## src/hdl/assert_macros.svh

```systemverilog
// ----------------------------------------------------------------------------
// assert_macros.svh
// Shared concurrent assertion helpers, clocked on clk and idle in reset.
// ----------------------------------------------------------------------------
`ifndef ASSERT_MACROS_SVH
`define ASSERT_MACROS_SVH

// same-cycle implication
`define ASSERT_SAME(label, ante, cons, msg) \
	label: assert property (@(posedge clk) disable iff (!arst_n) (ante) |-> (cons)) \
		else $error(msg);

// next-cycle implication
`define ASSERT_NEXT(label, ante, cons, msg) \
	label: assert property (@(posedge clk) disable iff (!arst_n) (ante) |=> (cons)) \
		else $error(msg);

`endif

```

## src/hdl/ptt_ctrl_pkg.sv

```systemverilog
// ----------------------------------------------------------------------------
// ptt_ctrl_pkg
// Types, codes and helper functions of the push-to-talk controller.
// ----------------------------------------------------------------------------
package ptt_ctrl_pkg;

	// default width of the stored timestamp
	localparam int PTT_TIME_WIDTH = 32;

	localparam int CFG_W     = 20;
	localparam int CFG_IDX_W = 3;

	// configuration register indexes
	localparam logic [CFG_IDX_W-1:0] CFG_ARM_THRESHOLD    = 3'd0;
	localparam logic [CFG_IDX_W-1:0] CFG_MIN_RECORDING    = 3'd1;
	localparam logic [CFG_IDX_W-1:0] CFG_MAX_RECORDING    = 3'd2;
	localparam logic [CFG_IDX_W-1:0] CFG_RESPONSE_TIMEOUT = 3'd3;
	localparam logic [CFG_IDX_W-1:0] CFG_MAX_PLAYBACK     = 3'd4;
	localparam logic [CFG_IDX_W-1:0] CFG_ERROR_LINGER     = 3'd5;
	localparam logic [CFG_IDX_W-1:0] CFG_VOICE_ENABLED    = 3'd6;

	// configuration reset values
	localparam logic [CFG_W-1:0] RST_ARM_THRESHOLD    = 20'd300;
	localparam logic [CFG_W-1:0] RST_MIN_RECORDING    = 20'd300;
	localparam logic [CFG_W-1:0] RST_MAX_RECORDING    = 20'd15000;
	localparam logic [CFG_W-1:0] RST_RESPONSE_TIMEOUT = 20'd20000;
	localparam logic [CFG_W-1:0] RST_MAX_PLAYBACK     = 20'd60000;
	localparam logic [CFG_W-1:0] RST_ERROR_LINGER     = 20'd2000;
	localparam logic             RST_VOICE_ENABLED    = 1'b1;

	// request codes
	localparam logic [3:0] REQ_PRESS       = 4'd0;
	localparam logic [3:0] REQ_RELEASE     = 4'd1;
	localparam logic [3:0] REQ_CANCEL      = 4'd2;
	localparam logic [3:0] REQ_RESP_READY  = 4'd3;
	localparam logic [3:0] REQ_RESP_ANSWER = 4'd4;
	localparam logic [3:0] REQ_RESP_FAILED = 4'd5;
	localparam logic [3:0] REQ_PLAY_DONE   = 4'd6;
	localparam logic [3:0] REQ_MUTE_TOGGLE = 4'd7;
	localparam logic [3:0] REQ_TIMEOUT     = 4'd8;
	localparam logic [3:0] REQ_TICK        = 4'd9;
	localparam logic [3:0] REQ_SET_MUTE    = 4'd10;

	// mode codes as seen on the result
	localparam logic [2:0] MODE_IDLE  = 3'd0;
	localparam logic [2:0] MODE_ARMED = 3'd1;
	localparam logic [2:0] MODE_REC   = 3'd2;
	localparam logic [2:0] MODE_WAIT  = 3'd3;
	localparam logic [2:0] MODE_PLAY  = 3'd4;
	localparam logic [2:0] MODE_MUTED = 3'd5;
	localparam logic [2:0] MODE_ERROR = 3'd6;

	// led codes
	localparam logic [2:0] LED_OFF   = 3'd0;
	localparam logic [2:0] LED_ARMED = 3'd1;
	localparam logic [2:0] LED_REC   = 3'd2;
	localparam logic [2:0] LED_WAIT  = 3'd3;
	localparam logic [2:0] LED_PLAY  = 3'd4;
	localparam logic [2:0] LED_ERROR = 3'd5;

	// earcon codes
	localparam logic [2:0] TONE_ACK    = 3'd0;
	localparam logic [2:0] TONE_LSTART = 3'd1;
	localparam logic [2:0] TONE_LSTOP  = 3'd2;
	localparam logic [2:0] TONE_READY  = 3'd3;
	localparam logic [2:0] TONE_ERROR  = 3'd4;
	localparam logic [2:0] TONE_MUTED  = 3'd5;

	// cause codes
	localparam logic [2:0] CAUSE_NONE    = 3'd0;
	localparam logic [2:0] CAUSE_MUTED   = 3'd1;
	localparam logic [2:0] CAUSE_VOICE   = 3'd2;
	localparam logic [2:0] CAUSE_LINK    = 3'd3;
	localparam logic [2:0] CAUSE_SHORT   = 3'd4;
	localparam logic [2:0] CAUSE_TIMEOUT = 3'd5;
	localparam logic [2:0] CAUSE_UPLOAD  = 3'd6;

	// action bits
	localparam logic [6:0] ACT_MIC_START  = 7'h01;
	localparam logic [6:0] ACT_MIC_STOP   = 7'h02;
	localparam logic [6:0] ACT_DISCARD    = 7'h04;
	localparam logic [6:0] ACT_UPLOAD     = 7'h08;
	localparam logic [6:0] ACT_CANCEL     = 7'h10;
	localparam logic [6:0] ACT_PLAY_START = 7'h20;
	localparam logic [6:0] ACT_PLAY_STOP  = 7'h40;

	typedef enum logic [6:0] {
		ST_IDLE  = 7'b0000001,
		ST_ARMED = 7'b0000010,
		ST_REC   = 7'b0000100,
		ST_WAIT  = 7'b0001000,
		ST_PLAY  = 7'b0010000,
		ST_MUTED = 7'b0100000,
		ST_ERROR = 7'b1000000
	} ptt_state_t;

	typedef struct packed {
		logic [3:0]  req_type;
		logic [31:0] now_ms;
		logic        link_ready;
		logic        mute_value;
	} ptt_req_t;

	typedef struct packed {
		logic [2:0] mode;
		logic       led_update;
		logic [2:0] led_code;
		logic       tone_valid;
		logic [2:0] tone_code;
		logic [2:0] cause;
		logic [6:0] actions;
		logic       muted_now;
		logic       press_used;
	} ptt_rsp_t;

	// external mode code of a state
	function automatic logic [2:0] mode_code(ptt_state_t st);
		logic [2:0] code;
		case (st)
			ST_IDLE:  code = MODE_IDLE;
			ST_ARMED: code = MODE_ARMED;
			ST_REC:   code = MODE_REC;
			ST_WAIT:  code = MODE_WAIT;
			ST_PLAY:  code = MODE_PLAY;
			ST_MUTED: code = MODE_MUTED;
			ST_ERROR: code = MODE_ERROR;
			default:  code = MODE_IDLE;
		endcase
		return code;
	endfunction

	// led pattern shown on entry to a state, muted shows off
	function automatic logic [2:0] led_of(ptt_state_t st);
		logic [2:0] code;
		case (st)
			ST_ARMED: code = LED_ARMED;
			ST_REC:   code = LED_REC;
			ST_WAIT:  code = LED_WAIT;
			ST_PLAY:  code = LED_PLAY;
			ST_ERROR: code = LED_ERROR;
			default:  code = LED_OFF;
		endcase
		return code;
	endfunction

endpackage

```

## src/hdl/push_to_talk_controller_core.sv

```systemverilog
// ----------------------------------------------------------------------------
// push_to_talk_controller_core
// Seven-state push-to-talk controller: events, ticks and mute commands in,
// one status result per beat out.
// ----------------------------------------------------------------------------
// One request beat may be taken every clock cycle; its result is registered at
// the accepting edge and shows on the rsp channel in the cycle after acceptance,
// or later behind a result that is still waiting there. The whole decision
// (elapsed time subtract, timeout compare and state decode) is made in the
// accepting cycle and lands in a two-entry result queue, so req_stall rises
// only when two results are waiting to be taken. Configuration writes take
// effect on the next beat. Timestamps are kept in TIME_WIDTH bits.
`include "assert_macros.svh"

module push_to_talk_controller_core #(
	parameter int TIME_WIDTH = ptt_ctrl_pkg::PTT_TIME_WIDTH
) (
	input  logic                                clk,
	input  logic                                arst_n,
	// configuration write port
	input  logic                                cfg_we,
	input  logic [ptt_ctrl_pkg::CFG_IDX_W-1:0]  cfg_idx,
	input  logic [ptt_ctrl_pkg::CFG_W-1:0]      cfg_wdata,
	// request channel
	input  logic                                req_valid,
	output logic                                req_stall,
	input  ptt_ctrl_pkg::ptt_req_t              req,
	// result channel
	output logic                                rsp_valid,
	input  logic                                rsp_stall,
	output ptt_ctrl_pkg::ptt_rsp_t              rsp
);

	import ptt_ctrl_pkg::*;

	localparam int CMP_W = (TIME_WIDTH > CFG_W) ? TIME_WIDTH : CFG_W;

	// configuration registers
	logic [CFG_W-1:0] arm_thr_q, min_rec_q, max_rec_q, resp_to_q, max_play_q, linger_q;
	logic             voice_en_q;

	// controller state
	ptt_state_t            state_q;
	logic [TIME_WIDTH-1:0] entered_q;
	logic                  mute_q, held_q, cons_q;
	logic [2:0]            cause_q;

	// result queue
	ptt_rsp_t head_q, tail_q;
	logic [1:0] fill_q;

	// next-state logic
	ptt_state_t            nx_state;
	logic [TIME_WIDTH-1:0] nx_ent;
	logic                  nx_mute, nx_held, nx_cons;
	logic [2:0]            nx_cause;
	logic                  ent_en, tone_en, mute_cmd, mute_arg, do_to, fin_rec, has_lim;
	logic [2:0]            tone_sel;
	logic [6:0]            act;
	logic [63:0]           now_ext;
	logic [TIME_WIDTH-1:0] now_t, elapsed;
	logic [CFG_W-1:0]      lim;
	logic                  tick_hit, too_short;
	ptt_rsp_t              res;
	logic                  push, pop;

	assign push = req_valid && !req_stall;
	assign pop  = rsp_valid && !rsp_stall;

	// configuration writes
	always_ff @(posedge clk or negedge arst_n) begin
		if (!arst_n) begin
			arm_thr_q  <= RST_ARM_THRESHOLD;
			min_rec_q  <= RST_MIN_RECORDING;
			max_rec_q  <= RST_MAX_RECORDING;
			resp_to_q  <= RST_RESPONSE_TIMEOUT;
			max_play_q <= RST_MAX_PLAYBACK;
			linger_q   <= RST_ERROR_LINGER;
			voice_en_q <= RST_VOICE_ENABLED;
		end else if (cfg_we) begin
			case (cfg_idx)
				CFG_ARM_THRESHOLD:    arm_thr_q  <= cfg_wdata;
				CFG_MIN_RECORDING:    min_rec_q  <= cfg_wdata;
				CFG_MAX_RECORDING:    max_rec_q  <= cfg_wdata;
				CFG_RESPONSE_TIMEOUT: resp_to_q  <= cfg_wdata;
				CFG_MAX_PLAYBACK:     max_play_q <= cfg_wdata;
				CFG_ERROR_LINGER:     linger_q   <= cfg_wdata;
				CFG_VOICE_ENABLED:    voice_en_q <= cfg_wdata[0];
				default: ;
			endcase
		end
	end

	// timestamp in stored width, elapsed time clamps at zero
	assign now_ext = {32'd0, req.now_ms};
	assign now_t   = now_ext[TIME_WIDTH-1:0];
	assign elapsed = (now_t >= entered_q) ? (now_t - entered_q) : '0;

	// per-state timeout limit
	always_comb begin
		has_lim = 1'b1;
		case (state_q)
			ST_ARMED: lim = arm_thr_q;
			ST_REC:   lim = max_rec_q;
			ST_WAIT:  lim = resp_to_q;
			ST_PLAY:  lim = max_play_q;
			ST_ERROR: lim = linger_q;
			default: begin
				lim     = '0;
				has_lim = 1'b0;
			end
		endcase
	end

	assign tick_hit  = has_lim && (CMP_W'(elapsed) >= CMP_W'(lim));
	assign too_short = CMP_W'(elapsed) < CMP_W'(min_rec_q);

	// event decode
	always_comb begin
		nx_state = state_q;
		nx_ent   = entered_q;
		nx_mute  = mute_q;
		nx_held  = held_q;
		nx_cons  = cons_q;
		nx_cause = cause_q;
		ent_en   = 1'b0;
		tone_en  = 1'b0;
		tone_sel = TONE_ACK;
		act      = '0;
		mute_cmd = 1'b0;
		mute_arg = 1'b0;
		do_to    = 1'b0;
		fin_rec  = 1'b0;

		case (req.req_type)
			REQ_PRESS: begin
				if (!held_q) begin
					nx_held = 1'b1;
					if (state_q inside {ST_IDLE, ST_MUTED}) begin
						nx_cause = CAUSE_NONE;
						nx_cons  = 1'b0;
						tone_en  = 1'b1;
						tone_sel = TONE_ACK;
						ent_en   = 1'b1;
						nx_state = ST_ARMED;
					end
				end
			end
			REQ_RELEASE: begin
				nx_held = 1'b0;
				if (state_q inside {ST_MUTED, ST_ARMED}) begin
					ent_en   = 1'b1;
					nx_state = ST_IDLE;
				end else if (state_q == ST_REC) begin
					fin_rec = 1'b1;
				end
			end
			REQ_CANCEL: begin
				case (state_q)
					ST_REC: begin
						act      = ACT_MIC_STOP | ACT_DISCARD;
						ent_en   = 1'b1;
						nx_state = ST_IDLE;
					end
					ST_WAIT: begin
						act      = ACT_CANCEL;
						ent_en   = 1'b1;
						nx_state = ST_IDLE;
					end
					ST_PLAY: begin
						act      = ACT_PLAY_STOP;
						ent_en   = 1'b1;
						nx_state = ST_IDLE;
					end
					ST_ARMED, ST_ERROR, ST_MUTED: begin
						ent_en   = 1'b1;
						nx_state = ST_IDLE;
					end
					default: ;
				endcase
			end
			REQ_RESP_READY: begin
				if (state_q == ST_WAIT) begin
					tone_en = 1'b1;
					ent_en  = 1'b1;
					if (mute_q) begin
						tone_sel = TONE_MUTED;
						nx_state = ST_IDLE;
					end else begin
						tone_sel = TONE_READY;
						nx_state = ST_PLAY;
						act      = ACT_PLAY_START;
					end
				end
			end
			REQ_RESP_ANSWER: begin
				if (state_q == ST_WAIT) begin
					tone_en  = 1'b1;
					tone_sel = mute_q ? TONE_MUTED : TONE_READY;
					ent_en   = 1'b1;
					nx_state = ST_IDLE;
				end
			end
			REQ_RESP_FAILED: begin
				if (state_q == ST_WAIT) begin
					nx_cause = CAUSE_UPLOAD;
					act      = ACT_CANCEL;
					tone_en  = 1'b1;
					tone_sel = TONE_ERROR;
					ent_en   = 1'b1;
					nx_state = ST_ERROR;
				end
			end
			REQ_PLAY_DONE: begin
				if (state_q == ST_PLAY) begin
					ent_en   = 1'b1;
					nx_state = ST_IDLE;
				end
			end
			REQ_MUTE_TOGGLE: begin
				mute_cmd = 1'b1;
				mute_arg = !mute_q;
			end
			REQ_TIMEOUT: do_to = 1'b1;
			REQ_TICK:    do_to = tick_hit;
			REQ_SET_MUTE: begin
				mute_cmd = 1'b1;
				mute_arg = req.mute_value;
			end
			default: ;
		endcase

		// mute setting
		if (mute_cmd) begin
			nx_mute = mute_arg;
			if (!mute_arg) begin
				if (state_q == ST_MUTED) begin
					ent_en   = 1'b1;
					nx_state = ST_IDLE;
				end
			end else if (state_q inside {ST_REC, ST_PLAY, ST_ARMED}) begin
				if (state_q == ST_REC) act = ACT_MIC_STOP;
				if (state_q == ST_PLAY) act = ACT_PLAY_STOP;
				tone_en  = 1'b1;
				tone_sel = TONE_MUTED;
				ent_en   = 1'b1;
				nx_state = ST_IDLE;
			end else if (!mute_q) begin
				tone_en  = 1'b1;
				tone_sel = TONE_MUTED;
			end
		end

		// timeout rules
		if (do_to) begin
			case (state_q)
				ST_ARMED: begin
					tone_en = 1'b1;
					ent_en  = 1'b1;
					nx_cons = 1'b1;
					if (!voice_en_q) begin
						nx_cause = CAUSE_VOICE;
						tone_sel = TONE_MUTED;
						nx_state = ST_MUTED;
					end else if (mute_q) begin
						nx_cause = CAUSE_MUTED;
						tone_sel = TONE_MUTED;
						nx_state = ST_MUTED;
					end else if (!req.link_ready) begin
						nx_cause = CAUSE_LINK;
						tone_sel = TONE_ERROR;
						nx_state = ST_ERROR;
					end else begin
						tone_sel = TONE_LSTART;
						nx_state = ST_REC;
						act      = ACT_MIC_START;
					end
				end
				ST_REC: fin_rec = 1'b1;
				ST_WAIT: begin
					nx_cause = CAUSE_TIMEOUT;
					act      = ACT_CANCEL;
					tone_en  = 1'b1;
					tone_sel = TONE_ERROR;
					ent_en   = 1'b1;
					nx_state = ST_ERROR;
				end
				ST_PLAY: begin
					act      = ACT_PLAY_STOP;
					ent_en   = 1'b1;
					nx_state = ST_IDLE;
				end
				ST_ERROR, ST_MUTED: begin
					ent_en   = 1'b1;
					nx_state = ST_IDLE;
				end
				default: ;
			endcase
		end

		// end of a recording: keep or discard
		if (fin_rec) begin
			tone_en = 1'b1;
			ent_en  = 1'b1;
			if (too_short) begin
				nx_cause = CAUSE_SHORT;
				act      = ACT_MIC_STOP | ACT_DISCARD;
				tone_sel = TONE_MUTED;
				nx_state = ST_IDLE;
			end else begin
				act      = ACT_MIC_STOP | ACT_UPLOAD;
				tone_sel = TONE_LSTOP;
				nx_state = ST_WAIT;
			end
		end

		if (ent_en) nx_ent = now_t;
	end

	// result assembly
	always_comb begin
		res.mode       = mode_code(nx_state);
		res.led_update = ent_en;
		res.led_code   = ent_en ? led_of(nx_state) : LED_OFF;
		res.tone_valid = tone_en;
		res.tone_code  = tone_en ? tone_sel : TONE_ACK;
		res.cause      = nx_cause;
		res.actions    = act;
		res.muted_now  = nx_mute;
		res.press_used = nx_cons;
	end

	// controller state update on each accepted beat
	always_ff @(posedge clk or negedge arst_n) begin
		if (!arst_n) begin
			state_q   <= ST_IDLE;
			entered_q <= '0;
			mute_q    <= 1'b0;
			held_q    <= 1'b0;
			cons_q    <= 1'b0;
			cause_q   <= CAUSE_NONE;
		end else if (push) begin
			state_q   <= nx_state;
			entered_q <= nx_ent;
			mute_q    <= nx_mute;
			held_q    <= nx_held;
			cons_q    <= nx_cons;
			cause_q   <= nx_cause;
		end
	end

	// two-entry result queue: fill count
	always_ff @(posedge clk or negedge arst_n) begin
		if (!arst_n) begin
			fill_q <= 2'd0;
		end else begin
			fill_q <= fill_q + {1'b0, push} - {1'b0, pop};
		end
	end

	// two-entry result queue: payload
	always_ff @(posedge clk) begin
		if (push && (fill_q == 2'd0 || (fill_q == 2'd1 && pop))) begin
			head_q <= res;
		end else if (pop && fill_q == 2'd2) begin
			head_q <= tail_q;
		end
		if (push && fill_q == 2'd1 && !pop) begin
			tail_q <= res;
		end
	end

	assign req_stall = (fill_q == 2'd2);
	assign rsp_valid = (fill_q != 2'd0);
	assign rsp       = head_q;

	// checks
	`ASSERT_SAME(a_fill_bound, 1'b1, fill_q <= 2'd2, "result queue overfilled")
	`ASSERT_NEXT(a_beat_result, push, rsp_valid, "accepted beat left no result")
	`ASSERT_SAME(a_led_quiet, rsp_valid && !rsp.led_update, rsp.led_code == LED_OFF,
		"led code without led update")

endmodule
```

## config.mk

```make
export PLATFORM = sky130hd
export DESIGN_NAME = push_to_talk_controller_core
export DESIGN_NICKNAME = d
export VERILOG_FILES = /design/src/hdl/ptt_ctrl_pkg.sv /design/src/hdl/push_to_talk_controller_core.sv
export VERILOG_INCLUDE_DIRS = /design/src /design/src/hdl
export SDC_FILE = /design/constraint.sdc
export NUM_CORES = 1
export LEC_CHECK = 0
export ABC_AREA = 1
export BUFFER_PORTS_ARGS = -buffer_cell sky130_fd_sc_hd__buf_2
export CAP_MARGIN = 20
export CORE_ASPECT_RATIO = 0.6
export CORE_MARGIN = 10
export CORE_UTILIZATION = 45
export CTS_CLUSTER_SIZE = 8
export DETAILED_ROUTE_END_ITERATION = 6
export SYNTH_ARGS = -nofsm -noshare
export SYNTH_HDL_FRONTEND = slang
export SYNTH_SLANG_ARGS = --single-unit
```

## constraint.sdc

```tcl
create_clock -name clk -period 5.32 [get_ports clk]
set_input_delay 0.798 -clock clk [delete_from_list [all_inputs] [get_ports clk]]
set_output_delay 0.798 -clock clk [all_outputs]
set_load 0.1 [all_outputs]
```

Word level (Yosys, flattened, before mapping)
Index checks and enable logic that the tools add are counted.
Storage, ports and cells
  memories: 0
  bits of input ports: 66
  bits in registers: 214
  output and inout port bits: 25
  bits in latches: 0
  word-level logic and storage cells: 218
  ROM bits: 0
  RAM bits: 0
Cells by class
  divide/modulo/power cells: 0
  shift-type cells: 0
  reduce and logical (&&, ||, !) cells: 39
  equal/unequal tests: 31
  muxes and demuxes: 110
  multiply operators: 0
  add/sub/neg operators: 3
  order comparisons: 3
  bitwise gates (word level): 0
Operators by type and width (number)
  2-to-1 mux 7 bit: 27
  one-hot mux 20 bit (5 select lines): 1
  one-hot mux 7 bit (3 select lines): 4
  2-to-1 mux 3 bit: 24
  one-hot mux 7 bit (7 select lines): 1
  2-to-1 mux 23 bit: 2
  2-to-1 mux 1 bit: 33
  >= comparator 32 x 20 -> 1 bit: 1
  >= comparator 32 bit: 1
  < comparator 32 x 20 -> 1 bit: 1
  2-to-1 mux 32 bit: 1
  subtractor 32 bit: 1
  one-hot mux 3 bit (2 select lines): 4
  one-hot mux 3 bit (6 select lines): 1
  AND reduction 2 bit: 9
  equality test 4 x 3 -> 1 bit (second input constant): 4
  one-hot mux 3 bit (5 select lines): 1
  equality test 7 x 2 -> 1 bit (second input constant): 2
  equality test 7 x 3 -> 1 bit (second input constant): 2
  equality test 7 x 4 -> 1 bit (second input constant): 2
  equality test 7 x 5 -> 1 bit (second input constant): 2
  equality test 7 x 6 -> 1 bit (second input constant): 2
  equality test 7 bit (second input constant): 2
  equality test 4 bit (second input constant): 3
  other kinds (27): 55

Longest topological paths before layout
  depth after elaboration: 15
  mapped depth: 37
  depth with buffers taken out: 36

Worst setup path before layout
No wires, ideal clock.
  path kind: in2reg
  start: in req[2] in the netlist's numbering
  end: reg head_q (netlist bit rsp[22]) (data pin)
  library setup time: 0.259 ns
  stages on the path: 36
  data arrival time: 4.402 ns
  data required time: 5.061 ns
  path slack: 0.659 ns
  buffers on the path: 2
  cell sequence: inv_1 ha_1 inv_1 fa_1 nand2_1 nand2_1 nand3_1 nand2_2 nand2_1 nand3_1 nand2_2 nand2_4 inv_1 clkbuf_1 nor2_1 ha_1 a21oi_1 nor2_1 a211oi_1 nand2_1 inv_1 nand2_1 nand2_1 nand2_1 nand2_1 nand2_1 nand3_2 nand2_4 buf_8 nand2_2 nand2_2 nor2_2 nor2_2 and2_2 o211ai_1 nand2_1
Between the ends
  cells in the longest elaborated chain, start to end: 10
  elaborated cells between the ends (all ways): 19
  those cells by class: 1 x add/sub; 3 x order compare; 6 x eq/ne; 8 x mux; 1 x reduce/logical
RTL lines
  start, declared: line push_to_talk_controller_core.sv:27  | input ptt_ctrl_pkg::ptt_req_t req,
  subtractor 32 bit / >= comparator 32 bit (equally long branches): line push_to_talk_controller_core.sv:97  | assign elapsed = (now_t >= entered_q) ? (now_t - entered_q) : '0;
  2-to-1 mux 32 bit *: line push_to_talk_controller_core.sv:97
  >= comparator 32 x 20 -> 1 bit: line push_to_talk_controller_core.sv:115  | assign tick_hit = has_lim && (CMP_W'(elapsed) >= CMP_W'(lim));
  logical AND 1 bit: line push_to_talk_controller_core.sv:115
  one-hot mux 1 bit (2 select lines): line push_to_talk_controller_core.sv:135  | case (req.req_type)
  2-to-1 mux 7 bit / 2-to-1 mux 1 bit (equally long branches): line push_to_talk_controller_core.sv:255  | if (do_to) begin
  2-to-1 mux 7 bit *: line push_to_talk_controller_core.sv:302  | if (fin_rec) begin
  equality test 7 bit (tied with other cells): line ptt_ctrl_pkg.sv:119  | case (st)
  one-hot mux 3 bit (6 select lines) *: line ptt_ctrl_pkg.sv:119
  2-to-1 mux 23 bit *: line push_to_talk_controller_core.sv:363  | if (push && (fill_q == 2'd0 || (fill_q == 2'd1 && pop))) begin
  end signal, assigned: line push_to_talk_controller_core.sv:364  | head_q <= res;
  end signal, assigned: line push_to_talk_controller_core.sv:366  | head_q <= tail_q;
  end, declared: line push_to_talk_controller_core.sv:49  | ptt_rsp_t head_q, tail_q;
Every way passes the cells marked *; elsewhere a longest branch is shown, timed or not.
A chain may end at the register's enable or synchronous reset.

Worst setup path in the final report
  start: reg state_q[0]
  end: reg head_q (netlist bit rsp[16]) (data pin)
Between the ends
  cells in the longest elaborated chain, start to end: 15
  elaborated cells between the ends (all ways): 62
  those cells by class: 1 x order compare; 12 x eq/ne; 41 x mux; 8 x reduce/logical
RTL lines
  start, declared: line push_to_talk_controller_core.sv:43  | ptt_state_t state_q;
  start signal, assigned: line push_to_talk_controller_core.sv:343  | state_q <= nx_state;
  parallel branches: the longest is 13 deep, another holds >= comparator 32 x 20 -> 1 bit
  2-to-1 mux 3 bit *: line push_to_talk_controller_core.sv:324  | res.led_code = ent_en ? led_of(nx_state) : LED_OFF;
  2-to-1 mux 23 bit *: line push_to_talk_controller_core.sv:363
Every way passes the cells marked *.

==> impl_metrics.json <==
{
  "status": "finished clean",
  "drt_first_pass_iters": 7,
  "cts_tree": "done",
  "diodes": 0,
  "worst_pin_slew_ps": 998,
  "ys_seq_elements": 214,
  "combPwrFrac": 0.505,
  "cpPeakStageDelay_ps": 600,
  "cts_setup_buffers": 0,
  "ir_drop_mv": 0.304,
  "rsz0062_at_grt": "false",
  "netlist_area_um2": 12900,
  "io_buffer_count": 90,
  "ys_async_sr_fraction": 0.785,
  "gp_congestion": 0.995,
  "wirelength_um": 38200,
  "p_int_mw": 4.55,
  "setup_viol": 0,
  "post-route-min-period_ps": 4910,
  "arrival_ps": 5220,
  "grtUsageMet2": 0.276,
  "met3_usage": 0.0535,
  "skew_ps": 10.1,
  "timing.fmax_mhz": 204,
  "criticalPathCategory": "register to register",
  "cp_common_cell": "nand2_1",
  "pre_cts_slack_ps": 27.3,
  "overflow": 0,
  "share_seq_of_total_power": 0.283,
  "wl_per_cell_um": 18.0,
  "grt_usage": 0.210,
  "clk_transition_reported_paths_ps": 60,
  "p_sw_mw": 3.90,
  "synth_edf_count": 46,
  "relSlewSlack": 0.334,
  "clock_latency_ps": 580,
  "cap_violations": 0,
  "cts_buffers": 30,
  "power.clock.fraction": 0.212,
  "synth_nets": 1785,
  "cts_root_buffer": "clkbuf_16",
  "powerDensity_nw_per_um2": 578,
  "die_area_um2": 36100,
  "switching_share": 0.462,
  "placed_cell_area_um2": 13700,
  "slew_viol_final": 0,
  "drtIter0Drc": 981,
  "yosys_warnings": 0,
  "seq_area_frac_synth": 0.436,
  "start_util": 0.463,
  "layout-drive-gt1-share": 0.133,
  "rows": 47,
  "die_y_um": 151,
  "ant_nets": 0,
  "crit_path_start_kind": "register",
  "fin_setup_tns_ps": 0,
  "fin_ws_ps": 413,
  "cp_slowest_cell": "dfstp_2",
  "synthCells": 1647,
  "fp.dieW_um": 239,
  "final_area_um2": 14600,
  "grt_pass1_wl_um": 60700,
  "vias": 11475,
  "synthFlopType": "dfrtp_1",
  "postCtsHoldBufs": 0,
  "worstSetupEndpointType": "register",
  "cts-resized-gates": 0,
  "post-route-period-util": 0.922,
  "clk_path_buf_depth": 3,
  "busiest_layer": "met1",
  "grt_use_met1": 0.335,
  "htreeDepth": 1,
  "grt_pass1_vias": 10673,
  "hold_viol": 0,
  "area_delta_synth_final_pct": 13.1,
  "critical_path.max_fanout": 21,
  "grt_max_degree": 169,
  "final_nets": 1870,
  "cts.sinks": 214,
  "syn_area_per_cell_um2": 7.85,
  "vias_per_cell": 5.41,
  "pin_count": 91,
  "p_leak_nw": 7.22,
  "antenna_found_initial": 0,
  "core_um2": 27900,
  "holdCritPathClass": "primary input to async pin",
  "synth_cell_types": 59,
  "dp_hpwl_um": 27800,
  "drc": 0,
  "crit_required_ps": 5630
}
==> sequential cells by signal (all words and copies together) (netlist names), 20 cells and up <==
register    count
linger_q       20
rsp            23
max_play_q     20
min_rec_q      20
entered_q      32
arm_thr_q      20
resp_to_q      20
max_rec_q      20
tail_q         23
==> worst max-delay path: cells and delay by family (launching register included) <==
kind	cells	cell delay, ps
simple gates	16	1600
fa+ha+maj	1	340
flops	1	600
compound gates	7	1490
buf+inv	3	610
==> placed cells by master, fill, tap and decap left out, drive strengths merged, types with 2 or more instances in the layout <==
master   synthesis  layout
a211oi           4       4
a21boi           6       6
a21o             6       6
a21oi           93      93
a221o           17      17
a22o            18      18
a311oi           2       2
a31oi            4       4
and2             4       4
buf             10     107
clkbuf          44      54
clkinv           1       2
dfrtp          133     133
dfstp           35      35
edfxtp          46      46
ha              71      71
inv            202     202
nand2          474     474
nand3           86      86
nand3b           6       6
nand4           13      13
nor2           120     120
nor3            23      23
nor4             3       3
o2111ai          2       2
o211ai           2       2
o21a             3       3
o21ai          184     184
o21bai           8       8
o22ai            3       3
o31ai            4       4
xnor2            9       9
xor2             4       4
==> power by group through the flow <==
stage,clock network (mW),logic [mW],registers [mW]
6_report,1.79,4.27,2.39
5_1_grt,1.91,4.75,2.44
4_1_cts,1.83,4.21,2.39
3_5_place_dp,0,4.19,2.41
3_3_place_gp,0,4.14,2.41
2_1_floorplan,0,2.76,2.77
==> worst paths after layout <==
path	startpoint	endpoint	slack, ps	cells after the start
hold reg to reg	entered_q[14]$_DFFE_PN0P_	entered_q[14]$_DFFE_PN0P_	470	2
setup / recovery	state_q[0]$_DFFE_PN1P_	rsp[16]$_DFFE_PP_	410	27
max in group asynchronous	arst_n	linger_q[12]$_DFFE_PN0P_	4230	2
setup reg to reg	state_q[0]$_DFFE_PN1P_	rsp[16]$_DFFE_PP_	410	27
hold / removal	arst_n	max_play_q[3]$_DFFE_PN0P_	320	2
min in group clk	entered_q[14]$_DFFE_PN0P_	entered_q[14]$_DFFE_PN0P_	470	2
==> Yosys cell counts (5+ instances only) <==
cell,n,share of area
edfxtp_1,46,0.11
ha_1,71,0.069
nor2_1,112,0.033
nor3_1,21,0.0081
nand3_2,6,0.0046
a21oi_1,89,0.034
o21ai_2,6,0.0041
nand2_1,453,0.13
buf_6,5,0.0044
inv_2,7,0.0020
o21bai_1,7,0.0041
nand3b_1,6,0.0035
a21o_1,6,0.0035
a221o_1,17,0.013
dfrtp_1,133,0.26
inv_1,195,0.057
nand3_1,80,0.031
xnor2_1,9,0.0061
clkbuf_1,44,0.013
o21ai_0,174,0.067
nand2_2,17,0.0082
nand4_1,13,0.0063
a22o_1,18,0.012
dfstp_2,35,0.071
==> metrics by stage <==
stage	util	power (mW)	hold WS (ps)	cells
2_1_floorplan	-	5.52	442	1647
3_3_place_gp	0.492	6.55	455	2066
3_5_place_dp	0.492	6.61	459	2066
4_1_cts	0.523	8.44	447	2121
5_1_grt	0.523	9.10	454	2122
6_report	0.523	8.45	325	2122
==> per-layer routing <==
layer  part of all wire  vias to the layer above
met4              0.010                        0
met2               0.37                      405
met1               0.53                     5406
met5                  0                        -
li1                   -                     5636
met3              0.090                       28
==> cells by family (layout without fill, tap and decap cells) <==
group / Yosys count / after routing / share of synthesized area
and+or+nand+nor: 730 / 730 / 0.241
AOI/OAI and AO/OA: 360 / 360 / 0.165
buffers and inverters: 257 / 365 / 0.0786
DFF: 214 / 214 / 0.436
adders and majority gates: 72 / 72 / 0.0703
xor gates and xnor gates: 13 / 13 / 0.00881
muxes: 1 / 1 / 0.000775
==> layout make-up <==
cell class,instances,area [um^2]
clock buffer,54,841
sequential,214,5630
clock inverter,1,30.0
timing repair buffer,107,604
inverter,203,762
fill,2707,13300
tap,367,459
multi-input combinational,1176,6290
Note: power is estimated with default switching activity, not from simulation.
